`src/rtl/assert_macros.svh`:
```
// Assertion macros shared by the keyboard matrix RTL.
// Users must have clk and rst_n in scope; no other dependencies.
`ifndef ASSERT_MACROS_SVH
`define ASSERT_MACROS_SVH

// Property checked on every clock edge outside reset.
`define AKM_ASSERT(lbl, prop) \
  lbl: assert property (@(posedge clk) disable iff (!rst_n) (prop)) \
    else $error("akm assertion failed");

// Same-cycle implication.
`define AKM_ASSERT_IMP(lbl, ante, cons) \
  lbl: assert property (@(posedge clk) disable iff (!rst_n) (ante) |-> (cons)) \
    else $error("akm assertion failed");

// Next-cycle implication.
`define AKM_ASSERT_NXT(lbl, ante, cons) \
  lbl: assert property (@(posedge clk) disable iff (!rst_n) (ante) |=> (cons)) \
    else $error("akm assertion failed");

`endif

```
`src/rtl/akm_pkg.sv`:
```
// Types, constants and key ROM for the ASCII keyboard matrix scanner.
// No dependencies.
package akm_pkg;

  typedef enum logic {
    REQ_SELECT = 1'b0,
    REQ_READ   = 1'b1
  } akm_req_t;

  localparam logic [1:0] PHASE_IDLE = 2'd0;
  localparam logic [1:0] PHASE_KEY  = 2'd1;
  localparam logic [1:0] PHASE_REL  = 2'd2;

  localparam logic [7:0] KmNone      = 8'hFF;
  localparam logic [7:0] KmShift     = 8'h60;
  localparam logic [7:0] KmCtrl      = 8'h61;
  localparam logic [6:0] KmCtrlLimit = 7'h20;

  localparam logic [7:0] KmRom [0:127] = '{
    8'hFF, 8'hFF, 8'h38, 8'hFF, 8'hFF, 8'hFF, 8'hFF, 8'hFF,
    8'h75, 8'h73, 8'hFF, 8'hFF, 8'hFF, 8'h77, 8'hFF, 8'hFF,
    8'hFF, 8'hFF, 8'hFF, 8'hFF, 8'hFF, 8'hFF, 8'hFF, 8'hFF,
    8'hFF, 8'hFF, 8'hFF, 8'hFF, 8'h72, 8'hFF, 8'hFF, 8'hFF,
    8'h88, 8'h09, 8'h28, 8'h0B, 8'h0C, 8'h0D, 8'h0F, 8'h20,
    8'h19, 8'h08, 8'h18, 8'h1B, 8'h22, 8'h12, 8'h23, 8'h24,
    8'h00, 8'h01, 8'h02, 8'h03, 8'h04, 8'h05, 8'h06, 8'h07,
    8'h10, 8'h11, 8'h1F, 8'h17, 8'h2A, 8'h13, 8'h2B, 8'h2C,
    8'h0A, 8'h2E, 8'h2F, 8'h38, 8'h39, 8'h3A, 8'h3B, 8'h3C,
    8'h3D, 8'h3E, 8'h3F, 8'h48, 8'h49, 8'h4A, 8'h4B, 8'h4C,
    8'h4D, 8'h4E, 8'h4F, 8'h58, 8'h59, 8'h5A, 8'h5B, 8'h5C,
    8'h5D, 8'h5E, 8'h5F, 8'h15, 8'h14, 8'h16, 8'h0E, 8'h1A,
    8'h21, 8'h26, 8'h27, 8'h30, 8'h31, 8'h32, 8'h33, 8'h34,
    8'h35, 8'h36, 8'h37, 8'h40, 8'h41, 8'h42, 8'h43, 8'h44,
    8'h45, 8'h46, 8'h47, 8'h50, 8'h51, 8'h52, 8'h53, 8'h54,
    8'h55, 8'h56, 8'h57, 8'h1D, 8'h1C, 8'h1E, 8'h29, 8'h83
  };

  typedef struct packed {
    akm_req_t   req_type;
    logic [3:0] row_select;
    logic       rx_ready;
    logic [7:0] rx_char;
  } akm_item_t;

  typedef struct packed {
    logic       has_result;
    logic [7:0] column_bits;
    logic       take_char;
    logic [3:0] row_nxt;
    logic [1:0] phase_nxt;
  } akm_step_t;

  function automatic logic [3:0] code_row(input logic [7:0] code);
    return code[7:4];
  endfunction

  function automatic logic [7:0] code_bits(input logic [7:0] code);
    return ~(8'b1 << code[2:0]);
  endfunction

endpackage

```
`src/rtl/akm_lookup.sv`:
```
// Combinational evaluation of one item: ROM lookup, row match, phase update.
// Depends on akm_pkg.
module akm_lookup
  import akm_pkg::*;
(
  input  akm_item_t  item,
  input  logic [3:0] scan_row,
  input  logic [1:0] phase,
  output akm_step_t  step
);

  logic [6:0] ch;
  logic [7:0] code;
  logic [7:0] mod_code;
  logic       shifted;

  assign ch       = item.rx_char[6:0];
  assign code     = KmRom[ch];
  assign mod_code = (ch < KmCtrlLimit) ? KmCtrl : KmShift;
  assign shifted  = code[3];

  always_comb begin
    step.has_result  = 1'b0;
    step.column_bits = KmNone;
    step.take_char   = 1'b0;
    step.row_nxt     = scan_row;
    step.phase_nxt   = phase;
    if (item.req_type == REQ_SELECT) begin
      step.row_nxt = item.row_select;
    end else begin
      step.has_result = 1'b1;
      if (item.rx_ready) begin
        priority if (code == KmNone) begin
          step.take_char = 1'b1;
        end else if (!shifted) begin
          if (scan_row == code_row(code)) begin
            step.column_bits = code_bits(code);
            step.take_char   = 1'b1;
          end
        end else if (phase == PHASE_IDLE && scan_row == code_row(mod_code)) begin
          step.phase_nxt   = PHASE_KEY;
          step.column_bits = code_bits(mod_code);
        end else if (phase == PHASE_KEY && scan_row == code_row(code)) begin
          step.phase_nxt   = PHASE_REL;
          step.column_bits = code_bits(code);
        end else if (phase == PHASE_REL && scan_row == code_row(mod_code)) begin
          step.phase_nxt   = PHASE_IDLE;
          step.column_bits = code_bits(mod_code);
          step.take_char   = 1'b1;
        end else begin
          step.phase_nxt = phase;
        end
      end
    end
  end

endmodule

```
`src/rtl/ascii_to_keyboard_matrix_scanner_core.sv`:
```
// Top level of the ASCII keyboard matrix scanner: input register, state, result register.
// Depends on akm_pkg, akm_lookup and assert_macros.svh.
//
// Usage: the host sends items on the in_ channel (valid/ready). A select item
// (req_type 0) stores the scanned row and gives no result. A read item
// (req_type 1) gives one result on the out_ channel: the active-low column
// bits of the current row and take_char, which tells the receiver to drop
// the pending character.
// An accepted item is held in the input register and evaluated there; its
// result enters the result register once the output register is free.
// Throughput: one item per cycle while results are taken; the path is one ROM
// read plus a row compare between the input register and the result register.
// Reset (rst_n low, synchronous) clears the scanned row, the shift phase and
// both valid flags. When the receiver holds out_ready low, the result stays
// in the output register; one more item waits in the input register, and
// in_ready falls only when a read item is blocked behind the held result.
// Select items still pass while a result is held.
module ascii_to_keyboard_matrix_scanner_core
  import akm_pkg::*;
(
  input  logic       clk,
  input  logic       rst_n,
  input  logic       in_valid,
  output logic       in_ready,
  input  logic       in_req_type,
  input  logic [3:0] in_row_select,
  input  logic       in_rx_ready,
  input  logic [7:0] in_rx_char,
  output logic       out_valid,
  input  logic       out_ready,
  output logic [7:0] out_column_bits,
  output logic       out_take_char
);

  `include "assert_macros.svh"

  akm_item_t  item_r;
  logic       item_valid_r;
  logic [3:0] scan_row_r;
  logic [1:0] phase_r;
  logic       out_valid_r;
  logic [7:0] out_bits_r;
  logic       out_take_r;

  akm_step_t  step;
  logic       out_free;
  logic       proc;
  logic       proc_rd;

  akm_lookup u_lookup (
    .item     (item_r),
    .scan_row (scan_row_r),
    .phase    (phase_r),
    .step     (step)
  );

  assign out_free = !out_valid_r || out_ready;
  assign proc     = item_valid_r && (!step.has_result || out_free);
  assign proc_rd  = proc && step.has_result;
  assign in_ready = !item_valid_r || proc;

  always_ff @(posedge clk) begin
    if (!rst_n) begin
      item_valid_r <= 1'b0;
      scan_row_r   <= 4'd0;
      phase_r      <= PHASE_IDLE;
      out_valid_r  <= 1'b0;
    end else begin
      if (in_ready) begin
        item_valid_r <= in_valid;
      end
      if (proc) begin
        scan_row_r <= step.row_nxt;
        phase_r    <= step.phase_nxt;
      end
      if (proc_rd) begin
        out_valid_r <= 1'b1;
      end else if (out_ready) begin
        out_valid_r <= 1'b0;
      end
    end
  end

  always_ff @(posedge clk) begin
    if (in_ready && in_valid) begin
      item_r.req_type   <= akm_req_t'(in_req_type);
      item_r.row_select <= in_row_select;
      item_r.rx_ready   <= in_rx_ready;
      item_r.rx_char    <= in_rx_char;
    end
    if (proc_rd) begin
      out_bits_r <= step.column_bits;
      out_take_r <= step.take_char;
    end
  end

  assign out_valid       = out_valid_r;
  assign out_column_bits = out_bits_r;
  assign out_take_char   = out_take_r;

  `AKM_ASSERT(a_phase_legal, phase_r != 2'd3)
  `AKM_ASSERT_NXT(a_read_gives_result, proc_rd, out_valid_r)
  `AKM_ASSERT_IMP(a_no_overwrite, out_valid_r && !out_ready, !proc_rd)
  `AKM_ASSERT_NXT(a_phase_only_on_read, !proc_rd, $stable(phase_r))

endmodule
```
`config.mk`:
```
export PLATFORM = sky130hd
export DESIGN_NAME = ascii_to_keyboard_matrix_scanner_core
export DESIGN_NICKNAME = d
export VERILOG_FILES = /design/src/rtl/akm_pkg.sv /design/src/rtl/akm_lookup.sv /design/src/rtl/ascii_to_keyboard_matrix_scanner_core.sv
export VERILOG_INCLUDE_DIRS = /design/src /design/src/rtl
export SDC_FILE = /design/constraint.sdc
export NUM_CORES = 1
export LEC_CHECK = 0
export BUFFER_PORTS_ARGS = -buffer_cell sky130_fd_sc_hd__buf_2
export CORE_ASPECT_RATIO = 1.1
export CORE_UTILIZATION = 35
export CTS_CLUSTER_DIAMETER = 30
export DETAILED_ROUTE_END_ITERATION = 16
export GPL_TIMING_DRIVEN = 0
export SKIP_CTS_REPAIR_TIMING = 1
export SYNTH_ARGS = -nofsm -noshare
export SYNTH_HDL_FRONTEND = slang
export SYNTH_HIERARCHICAL = 1
export SYNTH_SLANG_ARGS = --single-unit
```
`constraint.sdc`:
```
create_clock -name clk -period 3.95 [get_ports clk]
set_clock_uncertainty 0.2 [all_clocks]
set_input_delay 0.79 -clock clk [delete_from_list [all_inputs] [get_ports clk]]
set_output_delay 0.79 -clock clk [all_outputs]
set_load 0.01 [all_outputs]
```
# After elaboration in Yosys (flattened, before gate mapping)
# Memories as Yosys holds them, arrays and structs flattened.
# Index checks and enable logic that the tools add are counted.
# op_classes
addsub	0
mul	0
n_div	0
n_lt_le_gt_ge	2
eq_ne	5
shift	2
n_mux	19
bitwise	6
reduce_logical	19
# op_table
cell	count
$mux 8	5
$mux 9	4
$not 8->8	2
$shl 1x3->8 const A	2
$mux 10	1
$eq 8x8->1 const B	1
$ge 8x8->1 const B	1
$not 7->8	1
$lt 7x6->1 const B	1
$logic_and 1x1->1	6
$mux 1	6
$mux 2	3
$reduce_and 6->1	1
$eq 4x4->1	1
$eq 4x4->1 const B	1
$reduce_and 2->1	2
$logic_not 1->1	3
$logic_or 1x1->1	3
$not 1->1	3
$reduce_bool 3->1	1
$reduce_or 3->1	1
$eq 2x1->1 const B	1
$eq 2x2->1 const B	1
$logic_not 2->1	1
$reduce_bool 2->1	1
# totals
register_bits	30
latch_bits	0
ram_bits	0
rom_bits	1024
inputBits	18
out_inout_bits	11
word_cells	64
mem_count	1
# memory_table
memory	words	width	read_ports	rd_clocked_by_memory_dff	write_ports	line	text
(no name shown)	128	8	1	0	0	akm_lookup.sv:18	assign code = KmRom[ch];

# Longest topological paths before layout
# depth
ltp_word	17
ltp_mapped	13
ltp_nobuf	11

# Hierarchy
# The synthesis kept the hierarchy.
# modules_own_cells
mod	instances	cells_each	area_each_um2
akm_lookup	1	184	1258.7
ascii_to_keyboard_matrix_scanner_core	1	59	1036.0

# Worst setup path before layout
# No wires, ideal clock.
# synth_timing
path_type	reg-to-reg
from	register item_r[1] (netlist name)
to	register out_bits_r[6] (netlist: out_column_bits[6]), data pin
setup_time_ps	272
arrival_time_ps	2555
required_ps	3478
path_slack_ps	923
stages_incl_launch_ff	9
n_path_buf	1
period_less_slack_ps	3027
cell_sequence	edfxtp_1 -> ha_1 -> clkbuf_1 -> and3_1 -> a311oi_1 -> a311oi_1 -> a222oi_1 -> inv_1 -> or4_1
# synth_between
elab_chain_cells	9
elab_cells_between_ends	19
# synth_rtl
item	line	text
start, declared	ascii_to_keyboard_matrix_scanner_core.sv:37	akm_item_t item_r;
$not 7->8 (not written as such)	akm_lookup.sv:18	
$mem_v2 128x8	--	
$mux 8 (not written as such) (2 in series)	akm_lookup.sv:18	
$eq 4x4->1 or $shl 1x3->8 (tied branches)	akm_lookup.sv:36, akm_lookup.sv:43, akm_pkg.sv:58	
$logic_and 1x1->1 or $not 8->8 (tied branches)	akm_lookup.sv:43, akm_pkg.sv:58	
$mux 8	akm_lookup.sv:43	end else if (phase == PHASE_KEY && scan_row == code_row(code)) begin
$mux 8	akm_lookup.sv:40	end else if (phase == PHASE_IDLE && scan_row == code_row(mod_code)) begin
$mux 9	akm_lookup.sv:35	end else if (!shifted) begin
end signal, assigned	ascii_to_keyboard_matrix_scanner_core.sv:92	out_bits_r <= step.column_bits;
end, declared	ascii_to_keyboard_matrix_scanner_core.sv:42	logic [7:0] out_bits_r;
# Parallel ways exist; a longest one is shown, timed or not. The select of a mux whose other input is x is not followed.
# A chain may end at the register's enable or synchronous reset.

# Final worst setup path
# layout_timing
from	register item_r[1] (netlist name)
to	register phase_r[1]
# layout_between
elab_chain_cells	8
elab_cells_between_ends	12
# layout_rtl
item	line	text
$not 7->8 (not written as such) *	akm_lookup.sv:18	
$mem_v2 128x8 *	--	
$mux 8 (not written as such) * (2 in series)	akm_lookup.sv:18	
$eq 4x4->1	akm_lookup.sv:43	
$logic_and 1x1->1	akm_lookup.sv:43	
$reduce_bool 3->1 (no line) or $mux 2 (tied branches)	--	
$reduce_and 6->1 (no line) or $mux 2 (tied branches)	--	
end signal, assigned	ascii_to_keyboard_matrix_scanner_core.sv:74	phase_r <= step.phase_nxt;
end, declared	ascii_to_keyboard_matrix_scanner_core.sv:40	logic [1:0] phase_r;
# Every way passes the cells marked *; elsewhere a longest branch is shown, timed or not. The select of a mux whose other input is x is not followed.

==> flow_metrics.py <==
metrics = {
    "drt": {
        "drt-total-wl_um": 5340,
        "via_count": 1992,
        "drt_iter0_drc": 120,
        "drtPass1Iterations": 4,
        "antenna_left": 0,
        "wl_per_cell_um": 15.0,
        "drcViolationCount": 0,
        "post_drt_via_cell_ratio": 5.58,
    },
    "final_layout": {
        "layout_commonest_cell": "buf_2",
        "num-nets-final": 301,
        "num_antenna_cells": 0,
        "area_delta_synth_final_pct": 15.2,
        "drive_gt1_share_pct": 24.2,
        "fillers": 611,
        "stdcell_count": 357,
        "final_cell_mix": "37 x buf_2, 25 x nand2_1, 22 x edfxtp_1",
    },
    "setup_path": {
        "critical-path-max-stage-delay_ns": 0.75,
        "start_kind": "flop",
        "cp.arrival_ns": 3.51,
        "setup.worst_path.end": "phase_r[1]",
        "crit_start": "item_r[1]",
        "path_class": "flop to flop",
        "r2r-end": "phase_r[1]",
        "r2r_setup_slack_ns": 0.40,
        "reg2reg_depth": 11,
        "crit_chain": "inv_1 -> ha_1 -> a21oi_1 -> or3_1 -> a222oi_1 -> and3_1 -> buf_2 -> nor3_1 -> a22o_1 -> nand2_1 -> mux2i_1",
        "worstPathRequired_ns": 3.91,
        "r2r_start": "item_r[1]",
        "end_kind": "flop",
        "slowest_stage": "a222oi_1",
        "crit_fanout": 10,
    },
    "floorplan": {
        "initial_utilization_pct": 36.6,
        "die_x_um": 78.7,
        "coreArea_mm2": 0.00619,
        "design.die.area_mm2": 0.00680,
        "die_h_um": 86.4,
        "row_count": 30,
        "io_pins": 29,
    },
    "timing": {
        "slew_violations": 0,
        "max_slew.worst_pin.slew_ns": 0.845,
        "slew_headroom_pct": 43.7,
        "period_share_pct": 89.8,
        "fmax_mhz": 282,
        "fin_setup_tns_ns": 0,
        "hold_viol": 0,
        "setup_viol": 0,
        "fin_crit_ns": 3.55,
        "rsz0062_at_grt": "no",
        "timing.hold.ws_ns": 0.259,
    },
    "power": {
        "ir_drop_mv": 0.242,
        "power.density_mw_per_mm2": 313,
        "leakage_nw": 0.925,
        "power_mw": 0.817,
    },
    "clock_network": {
        "htreeDepth": 2,
        "cts_buffer_depth": 2,
        "worstSkewPairLatency_ns": 0.28,
        "cts_tree": "built",
        "root_buffer": "clkbuf_8",
        "cts_sinks": 30,
        "clk_pin_slew_worst_paths_ns": 0.06,
        "numCtsBuffers": 5,
    },
    "placed_design": {
        "place.gp.congestion": 0.965,
        "dp_cells": 349,
        "dpl.hpwl_um": 3980,
        "portBuffers": 27,
    },
    "grt": {
        "grt_usage_pct": 16.5,
        "grt_first_pass_wirelength_um": 8680,
        "grt_pass1_vias": 1801,
        "antenna_found_initial": 0,
        "globalRoute.totalOverflow": 0,
        "grt_max_degree": 14,
    },
    "run_status": {
        "status": "finished clean",
    },
    "yosys": {
        "synth_area_mm2": 0.00226,
        "syn_avg_cell_area_um2": 9.36,
        "yosys_warnings": 6,
        "syn_inst": 242,
        "synth.net_count": 267,
    },
    "worst_hold_path": {
        "hold_class": "flop to flop",
    },
    "run": {
        "maxCapViolCount": 0,
    },
}
how the worst min path moves through the flow:
stage | slack [ns] | to | from | cells past startpoint
after detailed placement | 0.24 | scan_row_r[0] | scan_row_r[0] | 2
after CTS | 0.26 | scan_row_r[0] | scan_row_r[0] | 2
after global routing | 0.28 | scan_row_r[0] | scan_row_r[0] | 2
after global placement | 0.24 | scan_row_r[0] | scan_row_r[0] | 2
final | 0.26 | scan_row_r[0] | scan_row_r[0] | 2
after floorplan | 0.23 | scan_row_r[0] | scan_row_r[0] | 2
worst max-delay path: cells and delay by family, from the launching register on:
family | cells | cell delay [ns]
compound gates | 3 | 1.06
simple gates | 4 | 0.74
flops | 1 | 0.57
fa+ha+maj | 1 | 0.44
buf+inv | 2 | 0.35
mux | 1 | 0.06
metrics by stage:
step | worst slack, ns | util [%] | instance area (µm²)
2_1_floorplan | 0.923 | - | 2260
3_3_place_gp | 0.436 | 40.4 | 2500
3_5_place_dp | 0.416 | 40.4 | 2500
4_1_cts | 0.407 | 42.1 | 2610
5_1_grt | 0.0652 | 42.1 | 2610
6_report | 0.405 | 42.1 | 2610
power by group:
group | switching [mW] | leakage (nW) | internal (mW)
sequential | 0.00839 | 0.250 | 0.349
combinational | 0.0937 | 0.618 | 0.0647
clock | 0.117 | 0.0579 | 0.185
total | 0.219 | 0.925 | 0.599
metal layers:
layer / track usage, % / wire length [µm]
met1: 21.7 / 2350
met3: 2.84 / 316
met2: 27.2 / 2610
met5: 0 / 0
met4: 5.89 / 59
final cells by class:
class	instances	area, µm²	share of cell area (%)
buffer	18	106	4.08
tap	80	100	3.84
inverter	12	45.0	1.73
clock inverter	3	40.0	1.53
sequential	30	821	31.5
timing repair buffer	27	135	5.18
multi-input combinational	182	1290	49.5
clock buffer	5	68.8	2.64
registers in the layout (all words and copies together), names as in the netlist:
signal,count
item_r,13
item_valid_r,1
out_column_bits,8
out_take_char,1
out_valid,1
phase_r,2
scan_row_r,4
Power figures use the tool's default switching activity.
